File: src/rtl/gcdc_pkg.sv
// Shared types, codes and constants for the grid cell disk collision core.
// No dependencies.
package gcdc_pkg;

  localparam int MAX_DISKS_DEF = 4096;
  localparam int GRID_SIDE_DEF = 64;

  localparam int POS_W      = 24;
  localparam int RAD_W      = 16;
  localparam int HB_W       = 23;
  localparam int GL_W       = 7;
  localparam int CFG_IDX_W  = 2;
  localparam int CFG_DATA_W = 23;

  localparam logic [1:0] CMD_CLEAR  = 2'd0;
  localparam logic [1:0] CMD_INSERT = 2'd1;
  localparam logic [1:0] CMD_QUERY  = 2'd2;

  localparam logic [1:0] ST_OK      = 2'd0;
  localparam logic [1:0] ST_FULL    = 2'd1;
  localparam logic [1:0] ST_OUTSIDE = 2'd2;

  localparam logic [CFG_IDX_W-1:0] REG_PROBE_RADIUS = 2'd0;
  localparam logic [CFG_IDX_W-1:0] REG_CELL_SIZE    = 2'd1;
  localparam logic [CFG_IDX_W-1:0] REG_HALF_BOX     = 2'd2;
  localparam logic [CFG_IDX_W-1:0] REG_GRID_LENGTH  = 2'd3;

  // neighbor offsets per axis
  localparam logic [1:0] OFF_M = 2'd0;
  localparam logic [1:0] OFF_Z = 2'd1;
  localparam logic [1:0] OFF_P = 2'd2;
  localparam logic [3:0] NB_COUNT = 4'd9;

  typedef struct packed {
    logic [1:0]              cmd;
    logic signed [POS_W-1:0] pos_x;
    logic signed [POS_W-1:0] pos_y;
    logic [RAD_W-1:0]        disk_radius;
  } in_item_t;

  typedef struct packed {
    logic       hit;
    logic [1:0] status;
  } out_item_t;

  typedef struct packed {
    logic       load;
    logic       sweep_init;
    logic       sweep;
    logic       div_start;
    logic       div_axis;
    logic       ins_wr;
    logic       nb_next;
    logic       link_load;
    logic       latch_disk;
    logic       sq_x;
    logic       sq_y;
    logic       sq_c;
    logic       set_hit;
    logic       set_status;
    logic [1:0] status_code;
    logic       out_load;
  } dp_cmd_t;

  typedef struct packed {
    logic [1:0] cmd;
    logic       full;
    logic       sweep_last;
    logic       div_done;
    logic       outside;
    logic       nb_end;
    logic       nb_ok;
    logic       link_zero;
    logic       is_hit;
  } dp_stat_t;

  // search order: home cell, then row-major over the 3x3 neighborhood
  function automatic logic [1:0] nb_row(input logic [3:0] n);
    logic [1:0] r;
    case (n)
      4'd1, 4'd2, 4'd3: r = OFF_M;
      4'd6, 4'd7, 4'd8: r = OFF_P;
      default:          r = OFF_Z;
    endcase
    return r;
  endfunction

  function automatic logic [1:0] nb_col(input logic [3:0] n);
    logic [1:0] c;
    case (n)
      4'd1, 4'd4, 4'd6: c = OFF_M;
      4'd3, 4'd5, 4'd8: c = OFF_P;
      default:          c = OFF_Z;
    endcase
    return c;
  endfunction

endpackage

File: src/rtl/gcdc_ctrl.sv
// Controller: sequences clear sweep, cell division, insert and neighbor list walk.
// Depends on gcdc_pkg.
module gcdc_ctrl import gcdc_pkg::*; (
  input  logic     clk,
  input  logic     rst_n,
  input  logic     in_valid,
  output logic     in_ready,
  output logic     out_valid,
  input  logic     out_ready,
  input  dp_stat_t stat,
  output dp_cmd_t  cmd
);

  localparam logic [4:0] S_INIT   = 5'd0;
  localparam logic [4:0] S_IDLE   = 5'd1;
  localparam logic [4:0] S_DECODE = 5'd2;
  localparam logic [4:0] S_CLEAR  = 5'd3;
  localparam logic [4:0] S_DIVXW  = 5'd4;
  localparam logic [4:0] S_DIVYW  = 5'd5;
  localparam logic [4:0] S_INSRD  = 5'd6;
  localparam logic [4:0] S_INSWR  = 5'd7;
  localparam logic [4:0] S_NBSEL  = 5'd8;
  localparam logic [4:0] S_HEAD   = 5'd9;
  localparam logic [4:0] S_LINK   = 5'd10;
  localparam logic [4:0] S_DREAD  = 5'd11;
  localparam logic [4:0] S_SQX    = 5'd12;
  localparam logic [4:0] S_SQY    = 5'd13;
  localparam logic [4:0] S_SQC    = 5'd14;
  localparam logic [4:0] S_CMP    = 5'd15;
  localparam logic [4:0] S_DONE   = 5'd16;

  logic [4:0] state_r, state_nxt;
  logic       out_valid_r, out_valid_nxt;

  assign in_ready  = (state_r == S_IDLE);
  assign out_valid = out_valid_r;

  always_comb begin
    state_nxt = state_r;
    cmd = '0;
    unique case (state_r)
      S_INIT: begin
        cmd.sweep = 1'b1;
        if (stat.sweep_last) state_nxt = S_IDLE;
      end
      S_IDLE: begin
        if (in_valid) begin
          cmd.load  = 1'b1;
          state_nxt = S_DECODE;
        end
      end
      S_DECODE: begin
        unique case (stat.cmd)
          CMD_CLEAR: begin
            cmd.sweep_init = 1'b1;
            state_nxt = S_CLEAR;
          end
          CMD_INSERT: begin
            if (stat.full) begin
              cmd.set_status  = 1'b1;
              cmd.status_code = ST_FULL;
              state_nxt = S_DONE;
            end else begin
              cmd.div_start = 1'b1;
              state_nxt = S_DIVXW;
            end
          end
          CMD_QUERY: begin
            cmd.div_start = 1'b1;
            state_nxt = S_DIVXW;
          end
          default: state_nxt = S_DONE;
        endcase
      end
      S_CLEAR: begin
        cmd.sweep = 1'b1;
        if (stat.sweep_last) state_nxt = S_DONE;
      end
      S_DIVXW: begin
        if (stat.div_done) begin
          cmd.div_start = 1'b1;
          cmd.div_axis  = 1'b1;
          state_nxt = S_DIVYW;
        end
      end
      S_DIVYW: begin
        if (stat.div_done) begin
          if (stat.outside) begin
            cmd.set_status  = 1'b1;
            cmd.status_code = ST_OUTSIDE;
            state_nxt = S_DONE;
          end else if (stat.cmd == CMD_INSERT) begin
            state_nxt = S_INSRD;
          end else begin
            state_nxt = S_NBSEL;
          end
        end
      end
      S_INSRD: state_nxt = S_INSWR;
      S_INSWR: begin
        cmd.ins_wr = 1'b1;
        state_nxt = S_DONE;
      end
      S_NBSEL: begin
        // head read address is live here when the neighbor is in range
        if (stat.nb_end) begin
          state_nxt = S_DONE;
        end else if (!stat.nb_ok) begin
          cmd.nb_next = 1'b1;
        end else begin
          state_nxt = S_HEAD;
        end
      end
      S_HEAD: begin
        cmd.link_load = 1'b1;
        state_nxt = S_LINK;
      end
      S_LINK: begin
        if (stat.link_zero) begin
          cmd.nb_next = 1'b1;
          state_nxt = S_NBSEL;
        end else begin
          state_nxt = S_DREAD;
        end
      end
      S_DREAD: begin
        cmd.latch_disk = 1'b1;
        state_nxt = S_SQX;
      end
      S_SQX: begin
        cmd.sq_x = 1'b1;
        state_nxt = S_SQY;
      end
      S_SQY: begin
        cmd.sq_y = 1'b1;
        state_nxt = S_SQC;
      end
      S_SQC: begin
        cmd.sq_c = 1'b1;
        state_nxt = S_CMP;
      end
      S_CMP: begin
        if (stat.is_hit) begin
          cmd.set_hit = 1'b1;
          state_nxt = S_DONE;
        end else begin
          state_nxt = S_LINK;
        end
      end
      S_DONE: begin
        if (!out_valid_r || out_ready) begin
          cmd.out_load = 1'b1;
          state_nxt = S_IDLE;
        end
      end
      default: state_nxt = S_IDLE;
    endcase
  end

  assign out_valid_nxt = (out_valid_r && !out_ready) || cmd.out_load;

  always_ff @(posedge clk) begin
    if (!rst_n) begin
      state_r     <= S_INIT;
      out_valid_r <= 1'b0;
    end else begin
      state_r     <= state_nxt;
      out_valid_r <= out_valid_nxt;
    end
  end

endmodule

File: config.mk
export PLATFORM = sky130hd
export DESIGN_NAME = gcdc_ctrl
export DESIGN_NICKNAME = d
export VERILOG_FILES = /design/src/rtl/gcdc_pkg.sv /design/src/rtl/gcdc_ctrl.sv
export SDC_FILE = /design/constraint.sdc
export NUM_CORES = 1
export LEC_CHECK = 0
export BUFFER_PORTS_ARGS = -buffer_cell sky130_fd_sc_hd__buf_2
export CAP_MARGIN = 20
export CORE_MARGIN = 5
export CORE_UTILIZATION = 46
export DETAILED_ROUTE_END_ITERATION = 7
export PLACE_DENSITY = 0.75
export SLEW_MARGIN = 40
export SYNTH_ARGS = -nofsm -noshare
export SYNTH_HDL_FRONTEND = slang
export SYNTH_SLANG_ARGS = --single-unit
File: constraint.sdc
create_clock -name clk -period 1.7 [get_ports clk]
set_input_delay 0.425 -clock clk [delete_from_list [all_inputs] [get_ports clk]]
set_output_delay 0.425 -clock clk [all_outputs]
set_load 0.01 [all_outputs]
* After elaboration in Yosys (flattened, before gate mapping) *
Cells that the tools add are included.

word-level totals
  output and inout bits = 19
  input bits = 14
  register bits = 6
  word-level logic and storage cells = 80

operators by class
  reduce and logical (&&, ||, !) cells = 9
  equality and inequality tests = 25
  muxes and demuxes = 44

operator list
  operator                                              number
  one-hot mux 5 bit (17 select lines)                   1
  2-to-1 mux 5 bit                                      11
  equality test 5 x 4 -> 1 bit (second input constant)  8
  equality test 5 x 3 -> 1 bit (second input constant)  4
  2-to-1 mux 1 bit                                      20
  one-hot mux 5 bit (3 select lines)                    1
  2-to-1 mux 3 bit                                      4
  != test 2 bit (second input constant)                 6
  equality test 5 x 2 -> 1 bit (second input constant)  2
  AND reduction 7 bit                                   1
  one-hot mux 1 bit (2 select lines)                    3
  one-hot mux 3 bit (2 select lines)                    1
  equality test 5 x 1 -> 1 bit (second input constant)  1
  equality test 5 bit (second input constant)           1
  zero test 5 bit                                       1
  2-to-1 mux 2 bit                                      2
  2-to-1 mux 4 bit                                      1
  != test 3 bit (second input constant)                 1
  equality test 2 x 1 -> 1 bit (second input constant)  1
  equality test 2 bit (second input constant)           1
  zero test 1 bit                                       2
  zero test 2 bit                                       1
  logical OR 1 bit                                      2
  OR reduction 2 bit                                    1
  logical AND 1 bit                                     1

* Longest topological paths before layout *
Gate-level depths: netlist (run 1).

  word-level depth = 5
  mapped depth = 7
  mapped depth without buffers = 7

* Worst setup path before layout (run 1) *
No wires, ideal clock.

  path type = reg-to-output
  start = register state_r[3]
  end = output port cmd[3] in the netlist's numbering
  arrival time = 1.212 ns
  buffers on the path = 1
  cell stages (with the launch flop) = 6
  required time = 1.275 ns
  slack = 0.063 ns
  cells stage by stage = dfxtp_1 > buf_2 > nor3b_2 > and2_1 > and3_1 > or2_1

RTL lines
  element                 RTL line          source
  from (decl)             gcdc_ctrl.sv:32   logic [4:0] state_r, state_nxt;
  from (signal assigned)  gcdc_ctrl.sv:167  state_r <= state_nxt;
  to (decl)               gcdc_ctrl.sv:11   output dp_cmd_t cmd

==> results.py, run 1 <==
metrics = {
    "global_route": {
        "grt_pass1_wl_um": 5450,
        "grt.overflow.total": 0,
        "grt_pass1_vias": 1215,
        "grt_max_degree": 15,
        "antenna_found_initial": 0,
        "track_usage_pct": 27.5,
    },
    "routing": {
        "drtIter0Drc": 77,
        "wl_met2_um": 1820,
        "ant_nets": 0,
        "highest_layer": "met4",
        "viasPerCell": 6.53,
        "vias": 1188,
        "routed_wl_um": 3650,
        "met3_length_um": 318,
        "first_pass_iters": 4,
        "wl_met1_um": 1220,
        "avgRoutedWirePerCell_um": 20.1,
        "drcViolationCount": 0,
    },
    "clock_network": {
        "htree_levels": 1,
        "clk_pin_slew_ns": 0.05,
        "cts_buffers": 3,
        "worst_skew_pair.late_latency_ns": 0.24,
        "cts_buffer_depth": 2,
        "clock-sinks": 6,
        "cts_root_buf": "clkbuf_4",
        "tritoncts": "yes",
    },
    "synth": {
        "syn_nets": 129,
        "postSynth.asyncResetShare_pct": 0,
        "synth_seq_cells": 6,
        "synth-edff-count": 0,
        "synthTopCellsByArea": "dfxtp_1 16%, nor2_1 7.4%, and3_1 6.5%",
        "yosysWarnings": 0,
        "syn_inst": 111,
        "yosysSeqAreaShare_pct": 15.7,
        "synth_top_flop_cell": "dfxtp_1",
        "avgSynthCellArea_um2": 6.90,
        "synth_top_area_share_pct": 15.7,
        "yosys.area.top_type": "dfxtp_1",
        "netlist_area_um2": 766,
        "synth_cell_types": 37,
    },
    "floorplanning": {
        "die_w_um": 50.8,
        "die_h_um": 50.8,
        "rows": 14,
        "initial_core_util_pct": 49.7,
        "die_area_um2": 2580,
        "io_pins": 33,
        "coreArea_um2": 1540,
    },
    "worst_hold_path": {
        "hp-class": "input pin to register",
    },
    "setup_path": {
        "crit_path_top_delay_cell": "dfxtp_2",
        "critPathLaunch": "state_r[0]",
        "reg2reg_to": "state_r[1]",
        "end_kind": "output pin",
        "reg2reg_setup_slack_ns": -0.13,
        "r2r-start": "state_r[4]",
        "crit_arrival_ns": 1.46,
        "path_cells": "nor3b_2 > buf_4 > buf_4 > and3_1 > buf_2",
        "cp_common_cell": "buf_4",
        "r2r_cells": 6,
        "required_ns": 1.27,
        "crit_end": "cmd[11]",
        "cp_max_fo": 4,
        "critPathKind": "register to output pin",
        "crit_path_start_kind": "register",
        "cpPeakStageDelay_ns": 0.38,
    },
    "power_and_ir_drop": {
        "leakage_nw": 0.639,
        "totalPowerFinal_mw": 0.954,
        "peakVddDrop_uv": 602,
        "power_density_nw_per_um2": 731,
    },
    "final_layout": {
        "syn_to_final_growth_pct": 70.4,
        "layout-drive-gt1-share_pct": 53.6,
        "diodes": 0,
        "stdcell_count": 182,
        "multiInputGateArea_um2": 721,
        "nets": 186,
        "register_area_um2": 131,
        "n_fill_cell": 93,
        "postLayoutCoreUtil_pct": 84.7,
        "final_cell_area_um2": 1310,
    },
    "place": {
        "port-buffer-count": 32,
        "place_area_um2": 1060,
        "dp_cells": 169,
        "pre_cts_ws_ns": -0.0706,
        "gp_congestion": 0.861,
        "detailed_place_hpwl_um": 2070,
    },
    "sta": {
        "drv_slew": 0,
        "fin_crit_sh_pct": 111,
        "finalSetupViolCount": 16,
        "hold_viol": 0,
        "rsz0062_at_grt": "yes",
        "clock_skew_ns": 0.00344,
        "hold_slack_ns": 0.498,
        "final.setup.tns_ns": -1.39,
        "min_period_ns": 1.88,
        "fmax_mhz": 531,
        "postLayoutSetupSlackWorst_ns": -0.182,
        "maxSlewHeadroom_pct": 73.4,
        "tightest_slew_ns": 0.389,
    },
    "status": {
        "violations": "negative setup slack",
        "status": "complete, but fails checks",
    },
    "flow_run": {
        "cap_violations": 0,
    },
}
## layout by cell type, fill, tap and decap left out, types with 2 or more instances in the layout
cell,n
dfxtp_4,2
and3_4,4
ha_1,4
nand4_1,3
o21ai_0,2
nand3b_1,3
and2_4,2
dfxtp_2,3
nor2b_4,2
nand3_1,3
nor3b_2,2
and3_1,4
and2_1,2
nor2b_1,2
nand2b_1,5
clkbuf_4,3
nor2_1,10
inv_1,5
nor2_2,2
a2bb2oi_1,2
a211oi_2,2
buf_2,32
buf_4,22
buf_12,2
nand2_1,10
nor3_1,2
nor2_4,3
o41ai_1,2
mux2i_1,2
## worst max-delay path: cells and delay by family (launching register included)
family                 cells  cell delay, ns
AND/OR/NAND/NOR            2            0.42
buffers and inverters      3            0.41
flip-flops                 1            0.38
## final cells by class
type	count	share of cell area [%]
multi-input cells	94	55.2
clock buffers	3	1.73
repair buffers	58	30.0
inverters	5	1.44
flip-flops and latches	6	10.1
well taps	16	1.53
## synth_stat cells (all sizes together), types with 2 or more instances
master and n:
nand2 11, buf 6, inv 5, nand3 3, nand3b 3, a211oi 3, nor3 4, nor2 15
ha 4, o41ai 2, o21ai 3, mux2i 2, and3 8, nor3b 2, nand2b 5, nand4 3
nor4 2, a2bb2oi 2, nor2b 4, and2 4, dfxtp 6
## flip-flops by register name, summed over array words and instances (netlist names)
signal     flops
out_valid      1
state_r        5
## cell families after synthesis
logic type,share of synthesized area [%]
flops,15.7
mux,2.61
simple gates,47.7
fa+ha+maj,6.54
compound gates,21.1
buf+inv,6.37
## repair_timing
action	in CTS	in global routing
buffers inserted	8	2
pin swaps	9	10
gates resized for setup	26	14
endpoints found under the setup margin	17	21
hold buffers	0	0
## power breakdown
| group | internal (mW) | leakage (nW) | switching [mW] |
|---|---|---|---|
| Combinational | 0.300 | 0.574 | 0.335 |
| Clock | 0.0801 | 0.0138 | 0.0550 |
| Sequential | 0.158 | 0.0515 | 0.0260 |
## worst min path at each step
stage,start,end,slack (ns),depth (start not counted)
5_1_grt,rst_n,state_r[4],0.50,2
4_1_cts,rst_n,state_r[4],0.48,2
3_3_place_gp,out_valid,out_valid,0.51,2
6_report,rst_n,state_r[4],0.50,2
2_1_floorplan,out_valid,out_valid,0.54,2
3_5_place_dp,out_valid,out_valid,0.54,2
## metal layers
metal | vias up | track usage (%)
met5 | - | 0
met4 | 0 | 23.8
met3 | 37 | 7.69
met2 | 93 | 48.6
met1 | 542 | 25.1
li1 | 516 | -
(Power assumes the default switching activity.)
==> run 2: changes to the inputs <==
- BUFFER_PORTS_ARGS: -buffer_cell sky130_fd_sc_hd__buf_2 -> unset
- CORE_UTILIZATION: 46 -> 59
- DONT_BUFFER_PORTS: unset -> 1
- PLACE_DENSITY: 0.75 -> 0.72
==> run 2 against run 1 <==
  * The flow now stops in global routing (5_1_grt)
  * Synthesized area unchanged
  * Synthesized cell count unchanged
==> results.py, run 2 <==
metrics = {
    "synth": {
        "yosys-top-cells-count": "15 x nor2_1, 11 x nand2_1, 8 x and3_1",
        "synth_top_area_share_pct": 15.7,
        "synth_most_common_cell": "nor2_1",
        "synth_cell_types": 37,
        "syn_nets": 129,
        "yosysWarnings": 0,
        "synth_seq_cells": 6,
        "synth_top_flop_cell": "dfxtp_1",
        "netlist_area_um2": 766,
        "syn_inst": 111,
        "synthTopCellsByArea": "dfxtp_1 16%, nor2_1 7.4%, and3_1 6.5%",
        "avgSynthCellArea_um2": 6.90,
        "postSynth.asyncResetShare_pct": 0,
        "yosys.area.top_type": "dfxtp_1",
        "synth-edff-count": 0,
        "yosysSeqAreaShare_pct": 15.7,
    },
    "floorplanning": {
        "initial_core_util_pct": 60.4,
        "rows": 13,
        "die_h_um": 46.0,
        "die_w_um": 46.0,
        "io_pins": 33,
    },
    "clock_network": {
        "clock-sinks": 6,
        "ctsHoldBuffers": 0,
        "cts_buffer_depth": 2,
        "htree_levels": 1,
        "cts_buffers": 3,
        "cts_root_buf": "clkbuf_4",
    },
    "status": {
        "lastStage": "global routing (5_1_grt)",
        "error_line": "[ERROR DPL-0033] detailed placement checks failed during check placement.",
        "status": "did not finish",
    },
    "global_route": {
        "antenna_found_initial": 0,
        "grt_max_degree": 13,
    },
    "place": {
        "pre_cts_ws_ns": 0.0698,
        "place_area_um2": 912,
        "gp_congestion": 0.906,
        "port-buffer-count": 0,
        "detailed_place_hpwl_um": 1780,
    },
    "sta": {
        "worst_endpoint_kind": "primary output",
        "grt-worst-endpoint": "cmd[10]",
    },
}
-- run 2: what timing repair did --
item,4_1_cts
pin swaps,11
endpoints found under the setup margin,14
resized for setup,29
setup buffers,12
-- run 2: through the flow --
stage               cells  hold slack [ns]
CTS                   156            0.306
detailed placement    141            0.557
global placement      141            0.550
floorplan             111            0.541
-- run 2: cell families after synthesis --
logic type	synth area share, %
AO/OA/AOI/OAI	21.1
adder cells (fa/ha/maj)	6.54
buffers and inverters	6.37
flip-flops	15.7
multiplexers	2.61
AND/OR/NAND/NOR	47.7
==> run 3: changes to the inputs <==
- CORE_AREA: unset -> 5 5 66 68
- CORE_MARGIN: 5 -> unset
- CORE_UTILIZATION: 59 -> unset
- DIE_AREA: unset -> 0 0 71 73
- PLACE_DENSITY: 0.72 -> unset
- PLACE_DENSITY_LB_ADDON: unset -> 0.15
==> run 3 against run 2 <==
  * The flow now finishes, with violations (negative setup slack)
==> results.py, run 3 (synthesis gave the netlist of run 1 again) <==
metrics = {
    "floorplanning": {
        "io_pins": 33,
        "rows": 23,
        "die_area_um2": 5180,
        "die_h_um": 73,
        "initial_core_util_pct": 20.2,
        "die_w_um": 71,
        "coreArea_um2": 3800,
    },
    "sta": {
        "postLayoutSetupSlackWorst_ns": -0.0893,
        "finalSetupViolCount": 8,
        "rsz0062_at_grt": "yes",
        "fin_crit_sh_pct": 105,
        "hold_viol": 0,
        "fmax_mhz": 559,
        "final.setup.tns_ns": -0.300,
        "min_period_ns": 1.79,
        "tightest_slew_ns": 0.390,
        "maxSlewHeadroom_pct": 73.4,
        "drv_slew": 0,
        "clock_skew_ns": 0.00401,
    },
    "global_route": {
        "grt_pass1_wl_um": 4460,
        "track_usage_pct": 10.9,
        "grt_pass1_vias": 981,
        "antenna_found_initial": 0,
        "grt_max_degree": 11,
        "grt.overflow.total": 0,
    },
    "flow_run": {
        "cap_violations": 0,
    },
    "setup_path": {
        "reg2reg_to": "state_r[1]",
        "path_delay_family": "simple AND/OR/NAND/NOR gates",
        "cp_max_fo": 7,
        "critPathKind": "register to output pin",
        "r2r_cells": 6,
        "crit_path_top_delay_cell": "dfxtp_4",
        "end_kind": "output pin",
        "r2r-start": "state_r[3]",
        "required_ns": 1.27,
        "crit_path_start_kind": "register",
        "cpPeakStageDelay_ns": 0.36,
        "path_cells": "buf_8 > nand3b_1 > buf_4 > nor2b_4",
        "worst-path-buf-inv": 2,
        "reg2reg_setup_slack_ns": 0.06,
        "crit_arrival_ns": 1.36,
    },
    "final_layout": {
        "layout_common_cells": "25 x buf_4, 10 x nand2_1, 9 x nor2_1, 5 x inv_1, 5 x nor2_2",
        "largest_reg_flops": 5,
        "layout_commonest_cell": "buf_4",
        "postLayoutCoreUtil_pct": 31.5,
        "diodes": 0,
        "layout-drive-gt1-share_pct": 45.6,
        "largest_register": "state_r",
        "n_fill_cell": 416,
        "syn_to_final_growth_pct": 56.4,
        "nets": 156,
    },
    "routing": {
        "wl_met2_um": 1390,
        "met3_length_um": 235,
        "drcViolationCount": 0,
        "routed_wl_um": 2810,
        "first_pass_iters": 4,
        "wl_met1_um": 1120,
        "ant_nets": 0,
        "drtIter0Drc": 23,
        "viasPerCell": 4.93,
        "avgRoutedWirePerCell_um": 15.1,
        "highest_layer": "met4",
        "vias": 917,
    },
    "worst_hold_path": {
        "holdPathEnd": "state_r[4]",
        "hp-start": "rst_n",
        "hp-class": "input pin to register",
        "whs_path_depth": 1,
    },
    "place": {
        "pre_cts_ws_ns": 0.0226,
        "port-buffer-count": 0,
        "detailed_place_hpwl_um": 2240,
        "gp_congestion": 0.843,
    },
    "power_and_ir_drop": {
        "power_density_nw_per_um2": 777,
        "totalPowerFinal_mw": 0.930,
        "leakage_nw": 0.497,
        "peakVddDrop_uv": 203,
    },
    "clock_network": {
        "clock-sinks": 6,
        "ctsHoldBuffers": 0,
        "cts_buffer_depth": 2,
        "worst_skew_pair.late_latency_ns": 0.22,
        "clk_pin_slew_ns": 0.03,
        "tritoncts": "yes",
        "cts_buffers": 3,
        "cts_root_buf": "clkbuf_8",
        "htree_levels": 1,
    },
    "status": {
        "violations": "negative setup slack",
        "status": "complete, but fails checks",
    },
}
-- run 3: final cells by class --
type,instances,area [um2],area share (%)
Tap cell,50,62.6,5.22
Sequential cell,6,131,11.0
Clock buffer,3,41.3,3.45
Inverter,5,18.8,1.57
Timing Repair Buffer,28,225,18.8
Multi-Input combinational cell,94,718,60.0
-- run 3: per-layer routing --
metal  up-vias  global-route usage (%)
met5         -                       0
met4         0                    5.85
met3         8                    3.44
met2        39                    18.1
met1       416                    12.3
li1        454                       -
-- run 3: where the power goes --
| part | total, mW | internal [mW] | switching (mW) |
|---|---|---|---|
| clock network | 0.212 | 0.152 | 0.0604 |
| registers | 0.187 | 0.158 | 0.0288 |
| logic | 0.531 | 0.257 | 0.274 |
| total | 0.930 | 0.567 | 0.363 |
-- run 3: worst register-to-register path, cell delays in order (launching register included) --
cell and delay (ns):
dfxtp_2 0.35, buf_4 0.18, nor4b_1 0.34, nand2_1 0.17
nand4_1 0.18, nor2_1 0.06, o221a_1 0.24
-- run 3: what timing repair did --
item,4_1_cts,5_1_grt
setup buffers,3,4
pin swaps,3,4
gates resized for setup,20,22
hold endpoints to repair,0,0
setup endpoints to repair,13,15
-- run 3: worst max path at each step --
stage | start | endpoint | slack [ns] | cells past startpoint
after floorplan | state_r[3] | cmd[3] | 0.06 | 5
after global placement | state_r[0] | cmd[10] | 0.02 | 5
after CTS | state_r[0] | cmd[10] | -0.08 | 5
after global routing | state_r[4] | cmd[4] | -0.14 | 4
after detailed placement | state_r[0] | cmd[10] | 0.02 | 5
final | state_r[4] | cmd[4] | -0.09 | 4
-- run 3: metrics by stage --
| stage | instance area, um2 | hold WS (ns) | instances |
|---|---|---|---|
| after floorplan | 766 | 0.541 | 111 |
| after global placement | 956 | 0.561 | 176 |
| after detailed placement | 956 | 0.551 | 176 |
| after CTS | 1080 | 0.329 | 182 |
| after global routing | 1200 | 0.327 | 186 |
| final | 1200 | 0.330 | 186 |
